### config.mk
export PLATFORM = sky130hd
export DESIGN_NAME = aspect_ratio_rational_approx
export DESIGN_NICKNAME = d
export VERILOG_FILES = /design/src/rtl/core/arra_pkg.sv /design/src/rtl/core/arra_front.sv /design/src/rtl/core/arra_queue.sv /design/src/rtl/core/arra_div.sv /design/src/rtl/core/arra_back.sv /design/src/rtl/core/aspect_ratio_rational_approx.sv
export SDC_FILE = /design/constraint.sdc
export NUM_CORES = 1
export LEC_CHECK = 0
export ABC_AREA = 1
export BUFFER_PORTS_ARGS = -buffer_cell sky130_fd_sc_hd__buf_4
export CORE_UTILIZATION = 50
export DETAILED_ROUTE_END_ITERATION = 8
export PLACE_DENSITY_LB_ADDON = 0.08
export RECOVER_POWER = 25
export SLEW_MARGIN = 20
export SYNTH_ARGS = -nofsm -noshare
export SYNTH_HDL_FRONTEND = slang
export SYNTH_SLANG_ARGS = --single-unit
### constraint.sdc
create_clock -name clk -period 17.4 [get_ports clk]
set_input_delay 1.74 -clock clk [delete_from_list [all_inputs] [get_ports clk]]
set_output_delay 1.74 -clock clk [all_outputs]
set_load 0.02 [all_outputs]
### src/rtl/core/arra_pkg.sv
// ----------------------------------------------------------------------------
// arra_pkg: shared types and constants for the aspect ratio approximator
// Holds the payload structs of both channels, the job passed from the
// front end to the back end, and the back end state encoding.
// ----------------------------------------------------------------------------
package arra_pkg;

  // Fixed field widths
  localparam int IN_W          = 16;
  localparam int TERM_W        = 24;
  localparam int CFG_W         = 8;
  localparam int SIDE_BITS_DEF = 16;
  localparam int QUEUE_DEPTH   = 2;

  localparam logic [CFG_W-1:0] MAX_DEN_RESET = 8'd10;

  // One input item
  typedef struct packed {
    logic [IN_W-1:0] width;
    logic [IN_W-1:0] height;
  } item_t;

  // One result item
  typedef struct packed {
    logic              valid_res;
    logic [TERM_W-1:0] width_term;
    logic [TERM_W-1:0] height_term;
  } res_t;

  // Classified job: larger side over smaller side
  typedef struct packed {
    logic            zero_side;
    logic            width_major;
    logic [IN_W-1:0] num;
    logic [IN_W-1:0] den;
  } job_t;

  typedef enum logic [2:0] {
    ST_IDLE,
    ST_DIV,
    ST_MUL,
    ST_UPD,
    ST_OUT
  } back_state_t;

endpackage

### src/rtl/core/arra_front.sv
// ----------------------------------------------------------------------------
// arra_front: input classifier
// Takes input transfers while the job queue has room, masks the sides,
// flags a zero side and orders the sides as larger over smaller.
// ----------------------------------------------------------------------------
module arra_front #(
  parameter int SIDE_W = arra_pkg::SIDE_BITS_DEF
) (
  input  logic            clk,
  input  logic            rst,
  input  logic            item_valid,
  output logic            item_stall,
  input  arra_pkg::item_t item,
  input  logic            queue_full,
  output logic            push,
  output arra_pkg::job_t  job
);
  import arra_pkg::*;

  localparam logic [IN_W-1:0] SIDE_MASK = {IN_W{1'b1}} >> (IN_W - SIDE_W);

  logic [IN_W-1:0] w;
  logic [IN_W-1:0] h;

  // Mask sides to the configured side width
  assign w = item.width & SIDE_MASK;
  assign h = item.height & SIDE_MASK;

  // Hold the producer while the queue is full
  assign item_stall = queue_full;
  assign push       = item_valid && !queue_full;

  // Classify: zero side, orientation, larger and smaller side
  always_comb begin
    job.zero_side   = (w == '0) || (h == '0);
    job.width_major = (w > h);
    job.num         = (w > h) ? w : h;
    job.den         = (w > h) ? h : w;
  end

  // A transfer is never taken into a full queue
  assert property (@(posedge clk) disable iff (rst) push |-> !queue_full)
    else $error("front pushed into a full queue");

endmodule

### src/rtl/core/arra_queue.sv
// ----------------------------------------------------------------------------
// arra_queue: short job queue
// Decouples the front end from the back end so that each side can stall
// on its own. Circular buffer with read and write pointers and a count.
// ----------------------------------------------------------------------------
module arra_queue #(
  parameter int DEPTH = arra_pkg::QUEUE_DEPTH
) (
  input  logic           clk,
  input  logic           rst,
  input  logic           push,
  input  arra_pkg::job_t push_data,
  output logic           full,
  input  logic           pop,
  output arra_pkg::job_t pop_data,
  output logic           empty
);
  import arra_pkg::*;

  localparam int PTR_W = (DEPTH > 1) ? $clog2(DEPTH) : 1;
  localparam int CNT_W = $clog2(DEPTH + 1);

  job_t             slots [DEPTH];
  logic [PTR_W-1:0] wr_ptr;
  logic [PTR_W-1:0] rd_ptr;
  logic [CNT_W-1:0] count;

  assign full     = (count == CNT_W'(DEPTH));
  assign empty    = (count == '0);
  assign pop_data = slots[rd_ptr];

  // Advance pointers and count
  always_ff @(posedge clk) begin
    if (rst) begin
      wr_ptr <= '0;
      rd_ptr <= '0;
      count  <= '0;
    end else begin
      if (push) begin
        wr_ptr <= (wr_ptr == PTR_W'(DEPTH - 1)) ? '0 : wr_ptr + PTR_W'(1);
      end
      if (pop) begin
        rd_ptr <= (rd_ptr == PTR_W'(DEPTH - 1)) ? '0 : rd_ptr + PTR_W'(1);
      end
      if (push && !pop) begin
        count <= count + CNT_W'(1);
      end else if (pop && !push) begin
        count <= count - CNT_W'(1);
      end
    end
  end

  // Store pushed jobs
  always_ff @(posedge clk) begin
    if (push) begin
      slots[wr_ptr] <= push_data;
    end
  end

  assert property (@(posedge clk) disable iff (rst) pop |-> !empty)
    else $error("pop from an empty queue");

  assert property (@(posedge clk) disable iff (rst) count <= CNT_W'(DEPTH))
    else $error("queue count beyond depth");

endmodule

### src/rtl/core/arra_div.sv
// ----------------------------------------------------------------------------
// arra_div: restoring integer divider
// One quotient bit per cycle. A start pulse loads the operands; done
// pulses once quotient and remainder are ready, and they hold until the
// next start.
// ----------------------------------------------------------------------------
module arra_div #(
  parameter int SIDE_W = arra_pkg::SIDE_BITS_DEF
) (
  input  logic              clk,
  input  logic              rst,
  input  logic              start,
  input  logic [SIDE_W-1:0] dividend,
  input  logic [SIDE_W-1:0] divisor,
  output logic              done,
  output logic [SIDE_W-1:0] quo,
  output logic [SIDE_W-1:0] rem
);

  localparam int CNT_W = $clog2(SIDE_W + 1);

  logic              busy;
  logic [CNT_W-1:0]  cnt;
  logic [SIDE_W-1:0] dq;
  logic [SIDE_W-1:0] rem_r;
  logic [SIDE_W-1:0] dvs;
  logic [SIDE_W:0]   trial;
  logic [SIDE_W:0]   diff;
  logic              fits;

  // Shift in the next dividend bit and try a subtract
  assign trial = {rem_r, dq[SIDE_W-1]};
  assign diff  = trial - {1'b0, dvs};
  assign fits  = (trial >= {1'b0, dvs});

  assign quo = dq;
  assign rem = rem_r;

  // Control: busy, bit counter, done pulse
  always_ff @(posedge clk) begin
    if (rst) begin
      busy <= 1'b0;
      cnt  <= '0;
      done <= 1'b0;
    end else begin
      done <= 1'b0;
      if (start) begin
        busy <= 1'b1;
        cnt  <= CNT_W'(SIDE_W);
      end else if (busy) begin
        cnt <= cnt - CNT_W'(1);
        if (cnt == CNT_W'(1)) begin
          busy <= 1'b0;
          done <= 1'b1;
        end
      end
    end
  end

  // Datapath: partial remainder and quotient shift register
  always_ff @(posedge clk) begin
    if (start) begin
      dq    <= dividend;
      rem_r <= '0;
      dvs   <= divisor;
    end else if (busy) begin
      rem_r <= fits ? diff[SIDE_W-1:0] : trial[SIDE_W-1:0];
      dq    <= {dq[SIDE_W-2:0], fits};
    end
  end

endmodule

### src/rtl/core/arra_back.sv
// ----------------------------------------------------------------------------
// arra_back: continued fraction engine
// Pops classified jobs, runs Euclid steps on its single divider and keeps
// the convergent matrix, stopping when the next denominator would exceed
// the limit or the remainder is zero. Drives the output register.
// ----------------------------------------------------------------------------
module arra_back #(
  parameter int SIDE_W = arra_pkg::SIDE_BITS_DEF
) (
  input  logic                       clk,
  input  logic                       rst,
  input  logic [arra_pkg::CFG_W-1:0] max_den,
  input  logic                       job_empty,
  output logic                       job_pop,
  input  arra_pkg::job_t             job,
  output logic                       res_valid,
  input  logic                       res_stall,
  output arra_pkg::res_t             res
);
  import arra_pkg::*;

  localparam int QP_W = CFG_W + SIDE_W;
  localparam int PP_W = TERM_W + SIDE_W;

  back_state_t       state;
  back_state_t       state_next;

  logic [SIDE_W-1:0] den_r;
  logic              wmaj;
  logic [TERM_W-1:0] p0;
  logic [TERM_W-1:0] p1;
  logic [CFG_W-1:0]  q0;
  logic [CFG_W-1:0]  q1;
  logic [QP_W-1:0]   qprod;
  logic [TERM_W-1:0] pprod;
  res_t              pend;
  res_t              pend_next;
  logic              out_free;

  logic              div_start;
  logic [SIDE_W-1:0] div_a;
  logic [SIDE_W-1:0] div_b;
  logic              div_done;
  logic [SIDE_W-1:0] quo;
  logic [SIDE_W-1:0] rem;

  logic [QP_W:0]           q_new;
  logic [TERM_W-1:0]       p_new;
  logic                    over_limit;
  logic                    stop;
  logic [TERM_W-1:0]       fin_p;
  logic [TERM_W-1:0]       fin_q;
  logic [TERM_W+SIDE_W-1:0] pprod_full;

  // Candidate convergent for this term
  assign q_new      = {1'b0, qprod} + (QP_W + 1)'(q1);
  assign p_new      = pprod + p1;
  assign over_limit = q_new > (QP_W + 1)'(max_den);
  assign stop       = over_limit || (rem == '0);
  assign fin_p      = over_limit ? p0 : p_new;
  assign fin_q      = over_limit ? TERM_W'(q0) : TERM_W'(q_new[CFG_W-1:0]);
  assign pprod_full = PP_W'(p0) * PP_W'(quo);
  assign out_free   = !res_valid || !res_stall;

  // Divider operands: fresh job, or shift down one Euclid step
  always_comb begin
    if (state == ST_IDLE) begin
      div_a = job.num[SIDE_W-1:0];
      div_b = job.den[SIDE_W-1:0];
    end else begin
      div_a = den_r;
      div_b = rem;
    end
  end

  arra_div #(
    .SIDE_W (SIDE_W)
  ) u_div (
    .clk      (clk),
    .rst      (rst),
    .start    (div_start),
    .dividend (div_a),
    .divisor  (div_b),
    .done     (div_done),
    .quo      (quo),
    .rem      (rem)
  );

  // Next state, pop, divider start and pending result
  always_comb begin
    state_next = state;
    job_pop    = 1'b0;
    div_start  = 1'b0;
    pend_next  = pend;
    case (state)
      ST_IDLE: begin
        if (!job_empty) begin
          job_pop = 1'b1;
          if (job.zero_side) begin
            pend_next  = '0;
            state_next = ST_OUT;
          end else begin
            div_start  = 1'b1;
            state_next = ST_DIV;
          end
        end
      end
      ST_DIV: begin
        if (div_done) begin
          state_next = ST_MUL;
        end
      end
      ST_MUL: begin
        state_next = ST_UPD;
      end
      ST_UPD: begin
        if (stop) begin
          pend_next.valid_res   = 1'b1;
          pend_next.width_term  = wmaj ? fin_p : fin_q;
          pend_next.height_term = wmaj ? fin_q : fin_p;
          state_next            = ST_OUT;
        end else begin
          div_start  = 1'b1;
          state_next = ST_DIV;
        end
      end
      ST_OUT: begin
        if (out_free) begin
          state_next = ST_IDLE;
        end
      end
      default: begin
        state_next = ST_IDLE;
      end
    endcase
  end

  // State register and output valid
  always_ff @(posedge clk) begin
    if (rst) begin
      state     <= ST_IDLE;
      res_valid <= 1'b0;
    end else begin
      state <= state_next;
      if (state == ST_OUT && out_free) begin
        res_valid <= 1'b1;
      end else if (!res_stall) begin
        res_valid <= 1'b0;
      end
    end
  end

  // Convergent matrix, products and the pending and output result
  always_ff @(posedge clk) begin
    pend <= pend_next;
    if (state == ST_OUT && out_free) begin
      res <= pend;
    end
    case (state)
      ST_IDLE: begin
        den_r <= job.den[SIDE_W-1:0];
        wmaj  <= job.width_major;
        p0    <= TERM_W'(1);
        p1    <= '0;
        q0    <= '0;
        q1    <= CFG_W'(1);
      end
      ST_MUL: begin
        qprod <= QP_W'(q0) * QP_W'(quo);
        pprod <= pprod_full[TERM_W-1:0];
      end
      ST_UPD: begin
        if (!over_limit) begin
          p1 <= p0;
          p0 <= p_new;
          q1 <= q0;
          q0 <= q_new[CFG_W-1:0];
        end
        den_r <= rem;
      end
      default: begin
      end
    endcase
  end

  // Euclid never divides by zero
  assert property (@(posedge clk) disable iff (rst) div_start |-> div_b != '0)
    else $error("divider started with a zero divisor");

  // Kept denominator stays within the limit while a job runs
  assert property (@(posedge clk) disable iff (rst)
    (state == ST_DIV || state == ST_MUL || state == ST_UPD) |-> q0 <= max_den)
    else $error("convergent denominator above limit");

  // A new result only appears after the output state
  assert property (@(posedge clk) disable iff (rst)
    $rose(res_valid) |-> $past(state) == ST_OUT)
    else $error("result shown outside the output state");

endmodule

### src/rtl/core/aspect_ratio_rational_approx.sv
// ----------------------------------------------------------------------------
// aspect_ratio_rational_approx: small-integer aspect ratio of an image
// Finds the continued fraction convergent of larger side over smaller
// side whose denominator stays within max_denominator.
// ----------------------------------------------------------------------------
// Usage:
//   Input channel item_valid / item_stall / item carries width and height.
//   A transfer happens when item_valid is high and item_stall is low.
//   Output channel res_valid / res_stall / res returns one result per item:
//   valid_res, width_term and height_term in width:height order.
//   cfg_wen / cfg_wdata write max_denominator (reset value 10); write only
//   while no item is in flight.
// Term loop:
//   Each continued fraction term runs the bit-serial divider, then a
//   multiply state and an update state. A zero side skips the divider and
//   goes straight to the output state. With max_denominator at 255 an item
//   runs at most about 14 terms.
// Reset and stalls:
//   Synchronous reset empties the two-entry job queue, idles the engine and
//   drops the output. A stalled result holds in the output register while
//   the front end keeps taking items until the queue is full.
// ----------------------------------------------------------------------------
module aspect_ratio_rational_approx #(
  parameter int SIDE_BITS = arra_pkg::SIDE_BITS_DEF
) (
  input  logic                       clk,
  input  logic                       rst,
  input  logic                       item_valid,
  output logic                       item_stall,
  input  arra_pkg::item_t            item,
  output logic                       res_valid,
  input  logic                       res_stall,
  output arra_pkg::res_t             res,
  input  logic                       cfg_wen,
  input  logic [arra_pkg::CFG_W-1:0] cfg_wdata
);
  import arra_pkg::*;

  localparam int SIDE_W = (SIDE_BITS < IN_W) ? SIDE_BITS : IN_W;

  logic [CFG_W-1:0] max_den_r;
  logic             push;
  logic             pop;
  logic             q_full;
  logic             q_empty;
  job_t             push_job;
  job_t             pop_job;

  // Hold the denominator limit register
  always_ff @(posedge clk) begin
    if (rst) begin
      max_den_r <= MAX_DEN_RESET;
    end else if (cfg_wen) begin
      max_den_r <= cfg_wdata;
    end
  end

  arra_front #(
    .SIDE_W (SIDE_W)
  ) u_front (
    .clk        (clk),
    .rst        (rst),
    .item_valid (item_valid),
    .item_stall (item_stall),
    .item       (item),
    .queue_full (q_full),
    .push       (push),
    .job        (push_job)
  );

  arra_queue #(
    .DEPTH (QUEUE_DEPTH)
  ) u_queue (
    .clk       (clk),
    .rst       (rst),
    .push      (push),
    .push_data (push_job),
    .full      (q_full),
    .pop       (pop),
    .pop_data  (pop_job),
    .empty     (q_empty)
  );

  arra_back #(
    .SIDE_W (SIDE_W)
  ) u_back (
    .clk       (clk),
    .rst       (rst),
    .max_den   (max_den_r),
    .job_empty (q_empty),
    .job_pop   (pop),
    .job       (pop_job),
    .res_valid (res_valid),
    .res_stall (res_stall),
    .res       (res)
  );

endmodule
==> impl_metrics.toml <==
[placed_design]
dp.final_hpwl_mm = 56.9
routabilityCongestion = 0.883
place_area_um2 = 31100
post-place-ws_ns = 11.04
placedCellCount = 4118
portBuffers = 95

[setup_path]
crit_path_dat_ns = 6.74
worstSetupEndpointType = "flip-flop"
critical_path.startpoint = "u_back.u_div.quo[7]"
worst-r2r-cell-count = 19
crit_type = "flip-flop to flip-flop"
cp_max_fo = 26
cp_data_required_time_ns = 17.72
worstReg2RegStart = "u_back.u_div.quo[7]"
critPathLaunchType = "flip-flop"

[logic_synthesis]
ys.warnings.count = 0
synth-edff-count = 327
post_syn_nets = 3865
avg_inst_size_synth_um2 = 8.82
dominant_synthesized_flop_cell = "edfxtp_1"
number_of_distinct_library_cells_after_synthesis = 53
yosysTopAreaCell = "edfxtp_1"
syn-cell-area_um2 = 29700
synthesis.instances = 3366
synth-seq-cells = 367
portion_of_the_post_synthesis_area_used_by_sequential_elements = 0.358
share_of_synthesized_flip_flops_with_an_asynchronous_set_or_reset = 0
post-synth-top-area-fraction = 0.331
synth.top_cells.by_area = "edfxtp_1 (33%), fa_1 (19%), nand2_1 (10%)"

[route]
drt-vias-per-instance = 5.24
postRouteAntennaNets = 0
count_of_vias_placed_by_the_detailed_router = 22000
routed_wire_length_per_instance_um = 18.0
detail_route.first_pass.iterations = 5
detail_route.iter0.violations = 1384
wl_mm = 75.5
drt_drc_violations_left = 0

[final_layout]
antenna_cells = 0
area_added_between_synthesis_and_finish_pct = 9.27
finish.net_count = 3898
post_layout_nonfiller_instances = 4198
finalInstanceArea_um2 = 32400
layout-drive-gt1-share = 0.0623

[job]
max_cap_violations = 7

[timing]
final.setup_skew_ns = 0.0280
finalMaxSlewViolations = 276
setup_repair_after_global_routing_missed_its_margin = "false"
max_clock_freq_mhz = 156
tns_ns = 0
number_of_endpoints_failing_setup_at_the_final_stage = 0
postLayoutSetupSlackWorst_ns = 10.98
timing.final.crit_share = 0.369
period_needed_ns = 6.42
max_slew.worst_pin.slew_ns = 2.73
report.final.hold_viol_count = 0
max_slew_margin = -0.821

[floorplan]
rows = 88
core-area_um2 = 58100
die-width_um = 246
design.die.area_um2 = 60400
initial_core_util = 0.511
chipHeight_um = 246
floorplan.io_pins = 96

[hold_path]
hp-start = "u_back.pend[4]"
holdPathStages = 0
min-delay-path-class = "flip-flop to flip-flop"

[global_routing]
antenna_found_initial = 2
grt_first_pass_wirelength_mm = 120
grt.total_usage = 0.258
grt_max_degree = 54
grt.overflow.total = 0
via_count_of_the_first_global_routing_pass = 22600

[clock_network]
holdBufCountCts = 0
clk_transition_reported_paths_ns = 0.07
tritoncts.num_buffers = 43
clock_sink_count = 367
postCtsSetupRepairBufs = 0
htreeDepth = 2
cts_root_buffer = "clkbuf_16"
cts_resized = 0
worstSkewPairLatency_ns = 0.59
cts_tree = "built"
clk_path_buf_depth = 3

[outcome]
status = "finished, violations left"
failed_checks = "max-capacitance violations, max-slew violations"
-- stage by stage --
step | utilization | hold slack [ns]
2_1_floorplan | - | 0.400
3_3_place_gp | 0.534 | 0.400
3_5_place_dp | 0.534 | 0.405
4_1_cts | 0.559 | 0.419
5_1_grt | 0.558 | 0.425
6_report | 0.558 | 0.418
-- worst paths after layout --
path,to,slack [ns]
worst max-delay path,u_back.pprod[23],10.98
worst min-delay path,u_back.res[4],0.42
worst max register to register,u_back.pprod[23],10.98
worst min register to register,u_back.res[4],0.42
-- registers in the layout, indices dropped and copies added (netlist names), 2 cells and up, named ones only --
name,count
u_back.u_div.quo,16
max_den_r,8
u_back.q1,8
u_queue.slots,68
u_back.qprod,24
u_back.den_r,16
u_back.q0,8
u_back.res,49
u_back.p0,24
u_back.pprod,24
u_back.u_div.rem,16
u_queue.count,2
u_back.state,3
u_back.u_div.dvs,16
u_back.u_div.cnt,5
u_back.pend,49
u_back.p1,24
-- metal layers --
metal / wire (um) / part of all wire / vias to the layer above / track usage
li1: - / - / 10500 / -
met1: 32000 / 0.42 / 10700 / 0.329
met2: 37100 / 0.49 / 598 / 0.446
met3: 4290 / 0.057 / 131 / 0.0381
met4: 2180 / 0.029 / 2 / 0.0849
met5: 13 / 0.00017 / - / 0
-- cells by family after synthesis --
logic type | count (synthesis) | share of synthesized area
compound gates | 423 | 0.0770
xor+xnor | 115 | 0.0339
fa+ha+maj | 454 | 0.262
buf+inv | 867 | 0.111
flops | 367 | 0.358
mux | 17 | 0.00645
simple gates | 1123 | 0.152
-- cells in the final DEF, fill, tap and decap left out, types with 19 or more instances in the layout --
cell type	netlist	layout
nand2_1	824	822
inv_1	719	719
edfxtp_1	327	327
fa_1	279	279
o21ai_0	201	201
ha_1	175	175
nor2_1	156	155
a21oi_1	147	146
buf_4	5	113
xor2_1	67	67
nand3_1	52	52
xnor2_1	48	48
clkbuf_16	0	43
dfxtp_1	40	39
nor3_1	24	26
nand4_1	25	25
o211ai_1	22	22
nor4_1	19	19
-- critical path: stages (launching register included) --
cell and delay [ns]:
edfxtp_1 1.12, nand2_1 0.20, fa_1 0.58, inv_1 0.05, fa_1 0.49, inv_1 0.05
fa_1 0.53, inv_1 0.05, fa_1 0.47, fa_1 0.49, inv_1 0.05, fa_1 0.47
inv_1 0.04, ha_1 0.32, a21oi_1 0.19, o21ai_0 0.10, o21bai_1 0.18, a21boi_0 0.42
o21ai_0 0.17, xor2_1 0.18
-- final cells by class --
| class | instances | area, um2 |
|---|---|---|
| Clock inverter | 25 | 240 |
| Multi-Input combinational cell | 2132 | 15800 |
| Clock buffer | 54 | 1170 |
| Fill cell | 5367 | 25700 |
| Timing Repair Buffer | 123 | 906 |
| Sequential cell | 367 | 10600 |
| Inverter | 732 | 2750 |
| Tap cell | 765 | 957 |
-- synthesized netlist by cell type (5+ instances only) --
master and n:
a21o_1 7, edfxtp_1 327, nor2_1 156, dfxtp_1 40, o21ai_0 201, ha_1 175, fa_1 279, nor3_1 24
inv_1 719, nand2_1 824, xnor2_1 48, o21ai_1 8, o211ai_1 22, o21bai_1 10, xor2_1 67, a31oi_1 5
nor4_1 19, nand4_1 25, clkbuf_1 113, mux2_2 17, inv_2 10, buf_1 12, nand3_1 52, a21oi_1 147
a211oi_1 8, buf_4 5
Power is left out: the tool's default activity adds up to more than one toggle a clock period on the data nets, which glitch-free logic cannot reach.
